### src/sv/ipb_pkg.sv
// shared types, constants and helpers for the instruction prefetch buffer
// no dependencies; used by ipb_next, instruction_prefetch_buffer and the testbench files
`default_nettype none

package ipb_pkg;

	localparam int BUF_DEPTH = 8;
	localparam int WORD_W    = 32;
	localparam int FILL_W    = $clog2(BUF_DEPTH + 1);
	localparam int IDX_W     = $clog2(BUF_DEPTH);

	// fetch restarts at 0x100, so entry 0 holds the word before it
	localparam logic [WORD_W-1:0] ADDR_RESTART = 32'h0000_00FC;
	localparam logic [WORD_W-1:0] ADDR_STEP    = 32'h0000_0004;

	// opcodes that redirect fetch
	localparam logic [5:0] OP_BRANCH_LAST = 6'h04;
	localparam logic [5:0] OP_JR          = 6'h08;
	localparam logic [5:0] OP_JALR        = 6'h09;
	localparam logic [5:0] OP_MTHI        = 6'h11;
	localparam logic [5:0] OP_MFLO        = 6'h12;

	typedef struct packed {
		logic              advance;
		logic              take_jump;
		logic [WORD_W-1:0] jump_target;
		logic              mem_ack;
		logic [WORD_W-1:0] mem_data;
		logic              restart;
	} fetch_item_t;

	typedef struct packed {
		logic              read_request;
		logic [WORD_W-1:0] read_address;
		logic [WORD_W-1:0] current_insn;
		logic              insn_valid;
		logic [WORD_W-1:0] prev_pc;
		logic [WORD_W-1:0] cur_pc;
		logic [WORD_W-1:0] next_pc;
		logic              next_pc_valid;
	} status_item_t;

	typedef struct packed {
		logic [BUF_DEPTH-1:0][WORD_W-1:0] insn;
		logic [BUF_DEPTH-1:0][WORD_W-1:0] addr;
		logic [FILL_W-1:0]                insn_fill;
		logic [FILL_W-1:0]                addr_fill;
		logic                             ack_d;
		logic [WORD_W-1:0]                held_addr;
	} ipb_state_t;

	// state after reset: one entry in each buffer, address entry 0 at the restart word
	localparam ipb_state_t STATE_RESET = '{
		insn:      '0,
		addr:      (BUF_DEPTH*WORD_W)'(ADDR_RESTART),
		insn_fill: FILL_W'(1),
		addr_fill: FILL_W'(1),
		ack_d:     1'b0,
		held_addr: '0
	};

	function automatic logic is_jump_op(input logic [WORD_W-1:0] w);
		logic [5:0] op;
		op = w[WORD_W-1:WORD_W-6];
		return op inside {[6'h00:OP_BRANCH_LAST], OP_JR, OP_JALR, OP_MTHI, OP_MFLO};
	endfunction

endpackage

`default_nettype wire

### src/sv/ipb_next.sv
// next-state and result logic for one fetch cycle of the prefetch buffer
// depends on ipb_pkg
`default_nettype none

module ipb_next
	import ipb_pkg::*;
(
	input  wire  ipb_state_t   cur,
	input  wire  fetch_item_t  item,
	output ipb_state_t         nxt,
	output status_item_t       res
);

	always_comb begin
		logic [FILL_W-1:0] it;
		logic [FILL_W-1:0] at;
		logic [IDX_W-1:0]  src;
		logic [FILL_W:0]   nit;
		logic [FILL_W:0]   ridx;
		logic [FILL_W:0]   jidx;
		logic              read;
		ipb_state_t        n;

		n      = cur;
		n.ack_d = item.mem_ack;
		read   = 1'b0;
		it     = cur.insn_fill;
		at     = cur.addr_fill;
		src    = '0;

		// shift both buffers; top entry keeps its old value
		if (item.advance) begin
			for (int k = 0; k < BUF_DEPTH - 1; k++) begin
				n.insn[k] = cur.insn[k+1];
				n.addr[k] = cur.addr[k+1];
			end
			if (it != '0) it = it - 1'b1;
			if (at != '0) at = at - 1'b1;
		end

		// extend address buffer by last address plus 4
		if (at < FILL_W'(BUF_DEPTH)) begin
			if (item.advance)
				src = at[IDX_W-1:0];
			else if (at != '0)
				src = IDX_W'(at - 1'b1);
			n.addr[at[IDX_W-1:0]] = cur.addr[src] + ADDR_STEP;
			at = at + 1'b1;
		end

		// jump: keep delay slot, redirect entry 2
		if (item.take_jump) begin
			if (it > FILL_W'(2)) it = FILL_W'(2);
			n.addr[2] = item.jump_target;
			at = FILL_W'(3);
		end

		// store word acked with the previous accepted item, drop it when full
		if (cur.ack_d && it < FILL_W'(BUF_DEPTH)) begin
			n.insn[it[IDX_W-1:0]] = item.mem_data;
			it = it + 1'b1;
		end

		nit  = {1'b0, it} + (FILL_W+1)'(item.mem_ack);
		ridx = nit + (FILL_W+1)'(item.advance);
		jidx = ridx - (FILL_W+1)'(2);
		if ({1'b0, at} > nit && ridx < (FILL_W+1)'(BUF_DEPTH)
				&& !(nit >= (FILL_W+1)'(2) && is_jump_op(cur.insn[jidx[IDX_W-1:0]]))) begin
			n.held_addr = cur.addr[ridx[IDX_W-1:0]];
			read = 1'b1;
		end

		if (item.restart) begin
			it        = FILL_W'(1);
			at        = FILL_W'(1);
			n.addr[0] = ADDR_RESTART;
			read      = 1'b0;
		end

		n.insn_fill = it;
		n.addr_fill = at;
		nxt = n;

		res.read_request  = read;
		res.read_address  = n.held_addr;
		res.current_insn  = n.insn[1];
		res.insn_valid    = (it > FILL_W'(1));
		res.prev_pc       = n.addr[0];
		res.cur_pc        = n.addr[1];
		res.next_pc       = n.addr[2];
		res.next_pc_valid = (at > FILL_W'(2));
	end

endmodule

`default_nettype wire

### src/sv/instruction_prefetch_buffer.sv
// top level of the instruction prefetch buffer: state register and result skid buffer
// depends on ipb_pkg and ipb_next
//
// usage:
//  - fetch channel (fetch_valid / fetch_stall / fetch): one item is one clock of the
//    fetch unit: advance, jump request and target, memory ack and data, restart
//  - status channel (status_valid / status_stall / status): one item per accepted
//    fetch item: read request and address, current instruction, pc window, valid flags
//  - the result is registered, in the output register or in the skid entry behind it
//  - throughput: one item per cycle while fetch_stall is low; all work for an item is one
//    combinational pass from the buffer registers into the state and result registers
//  - a two-entry result buffer (output register plus skid) lets a new item in while a
//    finished result still waits; fetch_stall rises only when both entries are full
//  - fetch_stall comes from a register, so it never depends on status_stall directly
//  - arst_n clears the fill levels to one, the pending ack and the held read address,
//    and sets address entry 0 to 0xfc; no result is pending after reset
//  - the restart field does the same for fill levels and entry 0 in-band, while the
//    other effects of that item still take place, except that its read request is dropped
`default_nettype none

module instruction_prefetch_buffer
	import ipb_pkg::*;
(
	input  wire           clk,
	input  wire           arst_n,
	input  wire           fetch_valid,
	output logic          fetch_stall,
	input  wire  fetch_item_t  fetch,
	output logic          status_valid,
	input  wire           status_stall,
	output status_item_t  status
);

	ipb_state_t   state_q;
	ipb_state_t   state_nxt;
	status_item_t res_nxt;

	status_item_t out_q;
	logic         out_valid_q;
	status_item_t skid_q;
	logic         skid_valid_q;

	logic accept;
	logic taken;

	assign fetch_stall  = skid_valid_q;
	assign accept       = fetch_valid && !skid_valid_q;
	assign taken        = out_valid_q && !status_stall;
	assign status_valid = out_valid_q;
	assign status       = out_q;

	ipb_next u_next (
		.cur  (state_q),
		.item (fetch),
		.nxt  (state_nxt),
		.res  (res_nxt)
	);

	// buffer state advances only on an accepted item
	always_ff @(posedge clk or negedge arst_n) begin
		if (!arst_n) begin
			state_q <= STATE_RESET;
		end else if (accept) begin
			state_q <= state_nxt;
		end
	end

	// result valid flags
	always_ff @(posedge clk or negedge arst_n) begin
		if (!arst_n) begin
			out_valid_q  <= 1'b0;
			skid_valid_q <= 1'b0;
		end else begin
			if (taken) begin
				if (skid_valid_q)
					skid_valid_q <= 1'b0;
				else
					out_valid_q <= accept;
			end else if (accept) begin
				if (out_valid_q)
					skid_valid_q <= 1'b1;
				else
					out_valid_q <= 1'b1;
			end
		end
	end

	// result payload: skid drains first, new result lands where there is room
	always_ff @(posedge clk) begin
		if (taken) begin
			if (skid_valid_q)
				out_q <= skid_q;
			else if (accept)
				out_q <= res_nxt;
		end else if (accept) begin
			if (out_valid_q)
				skid_q <= res_nxt;
			else
				out_q <= res_nxt;
		end
	end

	// skid entry is only ever used behind a waiting output
	a_skid_behind_out: assert property (@(posedge clk) disable iff (!arst_n)
		skid_valid_q |-> out_valid_q)
		else $error("skid holds a result while output register is empty");

	// fill levels stay within the buffer
	a_fill_range: assert property (@(posedge clk) disable iff (!arst_n)
		(state_q.insn_fill <= FILL_W'(BUF_DEPTH)) && (state_q.addr_fill <= FILL_W'(BUF_DEPTH)))
		else $error("buffer fill level beyond depth");

	// in-band restart brings both fill levels back to one and address entry 0 to the restart word
	a_restart_fill: assert property (@(posedge clk) disable iff (!arst_n)
		(accept && fetch.restart) |=>
			(state_q.insn_fill == FILL_W'(1) && state_q.addr_fill == FILL_W'(1)
			&& state_q.addr[0] == ADDR_RESTART))
		else $error("restart did not reset fill levels");

	// an accepted item always produces a pending result
	a_result_pending: assert property (@(posedge clk) disable iff (!arst_n)
		accept |=> out_valid_q)
		else $error("accepted item left no result");

endmodule

`default_nettype wire

### config.mk
export PLATFORM = sky130hd
export DESIGN_NAME = instruction_prefetch_buffer
export DESIGN_NICKNAME = d
export VERILOG_FILES = /design/src/sv/ipb_pkg.sv /design/src/sv/ipb_next.sv /design/src/sv/instruction_prefetch_buffer.sv
export SDC_FILE = /design/constraint.sdc
export NUM_CORES = 2
export LEC_CHECK = 0
export BUFFER_PORTS_ARGS = -buffer_cell sky130_fd_sc_hd__buf_2
export CAP_MARGIN = 10
export CORE_MARGIN = 5
export CORE_UTILIZATION = 40
export CTS_CLUSTER_SIZE = 14
export DETAILED_ROUTE_END_ITERATION = 16
export PLACE_DENSITY = 0.66
export SYNTH_ARGS = -nofsm -noshare
export SYNTH_HDL_FRONTEND = slang
export SYNTH_SLANG_ARGS = --single-unit
### constraint.sdc
create_clock -name clk -period 9.59 [get_ports clk]
set_input_delay 1.918 -clock clk [delete_from_list [all_inputs] [get_ports clk]]
set_output_delay 1.918 -clock clk [all_outputs]
set_load 0.01 [all_outputs]
==> flow_summary.ini <==
[placement]
dp_hpwl_um = 95190
io_buffers = 236
place_ws_ps = 1444
gp_congestion = 0.9369

[drt]
drc = 0
dr_total_vias = 36120
wire_per_inst_um = 25.66
dr.pass1.iters = 6
wl_um = 150300
viasPerCell = 6.166
antenna_left = 0
drtIter0Drc = 4738

[clock_network]
htreeDepth = 3
cts-root-buf = clkbuf_16
cts.clk_slew.worst_paths_ps = 60
cts_hold_buf = 0
ctsResizeCount = 0
clk_latency_ps = 680
cts_made_buffers = 94
post-cts-setup-buffers = 0
clock_sink_count = 855
cts_tree = yes
cts_buffer_depth = 3

[setup_path]
r2r_slack_ps = 2400
critPathTopFamily = multiplexers
endpoint = status[135]
crit_path_end_kind = flop
worst-path-buf-inv = 5
worst-endpoint-required_ps = 10020
cp-start-kind = primary input
r2r_cells = 21
path_cells = clkbuf_8 > nor4b_1 > mux2i_1 > a21o_1 > and2_1 > inv_1 > ha_1 > o21ai_0 > inv_1 > ha_1 > ha_4 > buf_4 > buf_4 > mux4_2 > mux2_2 > mux2_2 > mux2_2
setup.worst_path.class = in -> reg
cp.depth = 17
path_common_cell = mux2_2
cpPeakStageDelay_ps = 670
crit_slowest_cell = buf_4
crit_fanout = 36
r2r-start = state_q[34]
startpoint = fetch[67]
r2r_end = status[53]
cp.arrival_ps = 7900

[floorplan]
num_rows = 121
die_area_um2 = 116800
dieHeight_um = 341.8
io_pins = 237
start_util_pct = 40.33
die-width_um = 341.8
core-area_um2 = 109200

[logic_synthesis]
syn_inst = 4188
yosys_warnings = 0
netlist_area_um2 = 44020
ys.flop_type = dfrtp_1
synthDistinctLibCells = 94
syn-num-nets = 4274
synth_edf_count = 326
synth_top_area_share_pct = 29.61
yosysTopAreaCell = dfrtp_1
ys_seq_area_share_pct = 52.33
synthTopCellsByArea = dfrtp_1 (30%), edfxtp_1 (22%), mux2_2 (5.6%)
synth-async-reset-ratio_pct = 61.87
synth.avg_cell_area_um2 = 10.51
ys_ff_latch = 855

[timing]
finalHoldViolCount = 0
timing.final.ws_setup_ps = 2117
relSlewSlack_pct = 4.532
min_period_ps = 7473
max_freq_mhz = 133.8
worst_pin_slew_ps = 1421
min_period_over_period_pct = 77.92
rsz0062_at_grt = no
tns_ps = 0
drv_slew = 0
setup_viol = 0
skew_ps = 27.89

[pwr]
pwr-share-comb_pct = 54.2
swShare_pct = 44.55
power_leakage_nw = 19.59
vdd_drop_max_v = 0.0007656
p_clk_share_pct = 15.7
p_seq_share_pct = 30.1
switching_power_mw = 10.42
p_int_mw = 12.97
p_per_area_nw_per_um2 = 469.6

[finish]
drive_gt1_share_pct = 19.71
area_growth_pct = 13.10
layout_commonest_cell = dfrtp_1
nNetsFinal = 4378
layout_common_cells = dfrtp_1 (520), a21oi_1 (403), nor2_1 (387), nand2_1 (386), o21ai_0 (336)

[global_route]
grt_overflow = 0
antenna_found_initial = 17
first_global_vias = 34330
grt_max_degree = 169
gr-usage-all-layers_pct = 24.82
grt_first_pass_wirelength_um = 224300

[status]
status = complete, no violations

[run]
drv_cap = 0

[min_path]
min-delay-path-class = reg -> reg
worst reg2reg max path: stages, from the launching register on:
cell and delay [ps]:
dfrtp_1 430, inv_1 100, ha_1 350, or3b_4 470, nand2_1 130, nor2_1 50
a21o_1 290, inv_2 200, ha_1 250, mux2_4 550, mux2i_4 850, mux2i_1 210
a22oi_1 280, o221ai_2 230, inv_2 160, ha_1 210, nand3_1 150, a211o_1 520
nor4_2 430, xor2_1 600, a21oi_1 180, mux2_2 310
power groups by stage:
| stage | clock (mW) | sequential, mW | combinational, mW |
|---|---|---|---|
| after floorplan | 0 | 6.84 | 8.47 |
| after global placement | 0 | 7.03 | 12.2 |
| after detailed placement | 0 | 7.04 | 12.5 |
| after CTS | 3.73 | 6.99 | 12.5 |
| after global routing | 3.88 | 7.17 | 13.6 |
| final | 3.68 | 7.04 | 12.7 |
state kept, by name (all words and copies together) (netlist names):
name / count
fetch_stall: 1
skid_q: 163
state_q: 527
status: 163
status_valid: 1
cell type report:
cell class              count  area, um^2
diodes                      9       22.52
clock buffers             136        2736
clock inverters            41       385.4
fillers                 10140       59370
inverters                 111       416.7
multi-input cells        2893       19330
flip-flops and latches    855       23040
well taps                1476        1847
repair buffers            337        2011
per-layer routing:
| layer | vias up | track usage (%) | share of wire [%] |
|---|---|---|---|
| met3 | 364 | 6.546 | 11 |
| met1 | 17900 | 34.19 | 41 |
| met4 | 12 | 9.523 | 4.0 |
| li1 | 15810 | - | - |
| met5 | - | 0 | 0.051 |
| met2 | 2035 | 37.71 | 44 |
how the worst min path moves through the flow:
stage / startpoint / end / slack, ps / cells past startpoint
2_1_floorplan: state_q[329] / state_q[329] / 450 / 2
3_3_place_gp: state_q[346] / state_q[346] / 460 / 2
3_5_place_dp: state_q[330] / state_q[330] / 470 / 2
4_1_cts: state_q[333] / state_q[333] / 480 / 2
5_1_grt: state_q[352] / state_q[352] / 500 / 2
6_report: state_q[333] / state_q[333] / 480 / 2
synthesized netlist by cell type, drive strengths merged, types with 53 or more instances:
master  count
mux2      220
dfrtp     521
a21oi     411
inv       111
clkbuf    262
nand3      53
nor2      393
buf        67
mux2i     228
o21ai     357
edfxtp    326
nand2     390
mux4       76
o22ai     242
stage by stage:
stage          total power, mW  area [um^2]  cells  util (%)  hold WS (ps)
2_1_floorplan            15.31        44030   4188         -         449.2
3_3_place_gp             19.22        46650   5672     42.73         460.6
3_5_place_dp             19.50        46650   5672     42.73         470.3
4_1_cts                  23.26        49770   5849     45.59         483.3
5_1_grt                  24.60        49770   5851     45.60         503.7
6_report                 23.38        49790   5858     45.61         478.0
logic make-up (layout without fill, tap and decap cells):
kind of cell	after synthesis	after routing	synth area share [%]
buf+inv	440	625	4.076
fa+ha+maj	14	14	0.3979
flops	855	855	52.33
other cells	0	9	0
simple gates	993	993	9.677
mux	524	524	14.74
compound gates	1339	1339	18.29
xor+xnor	23	23	0.4888
(Power assumes the default switching activity.)
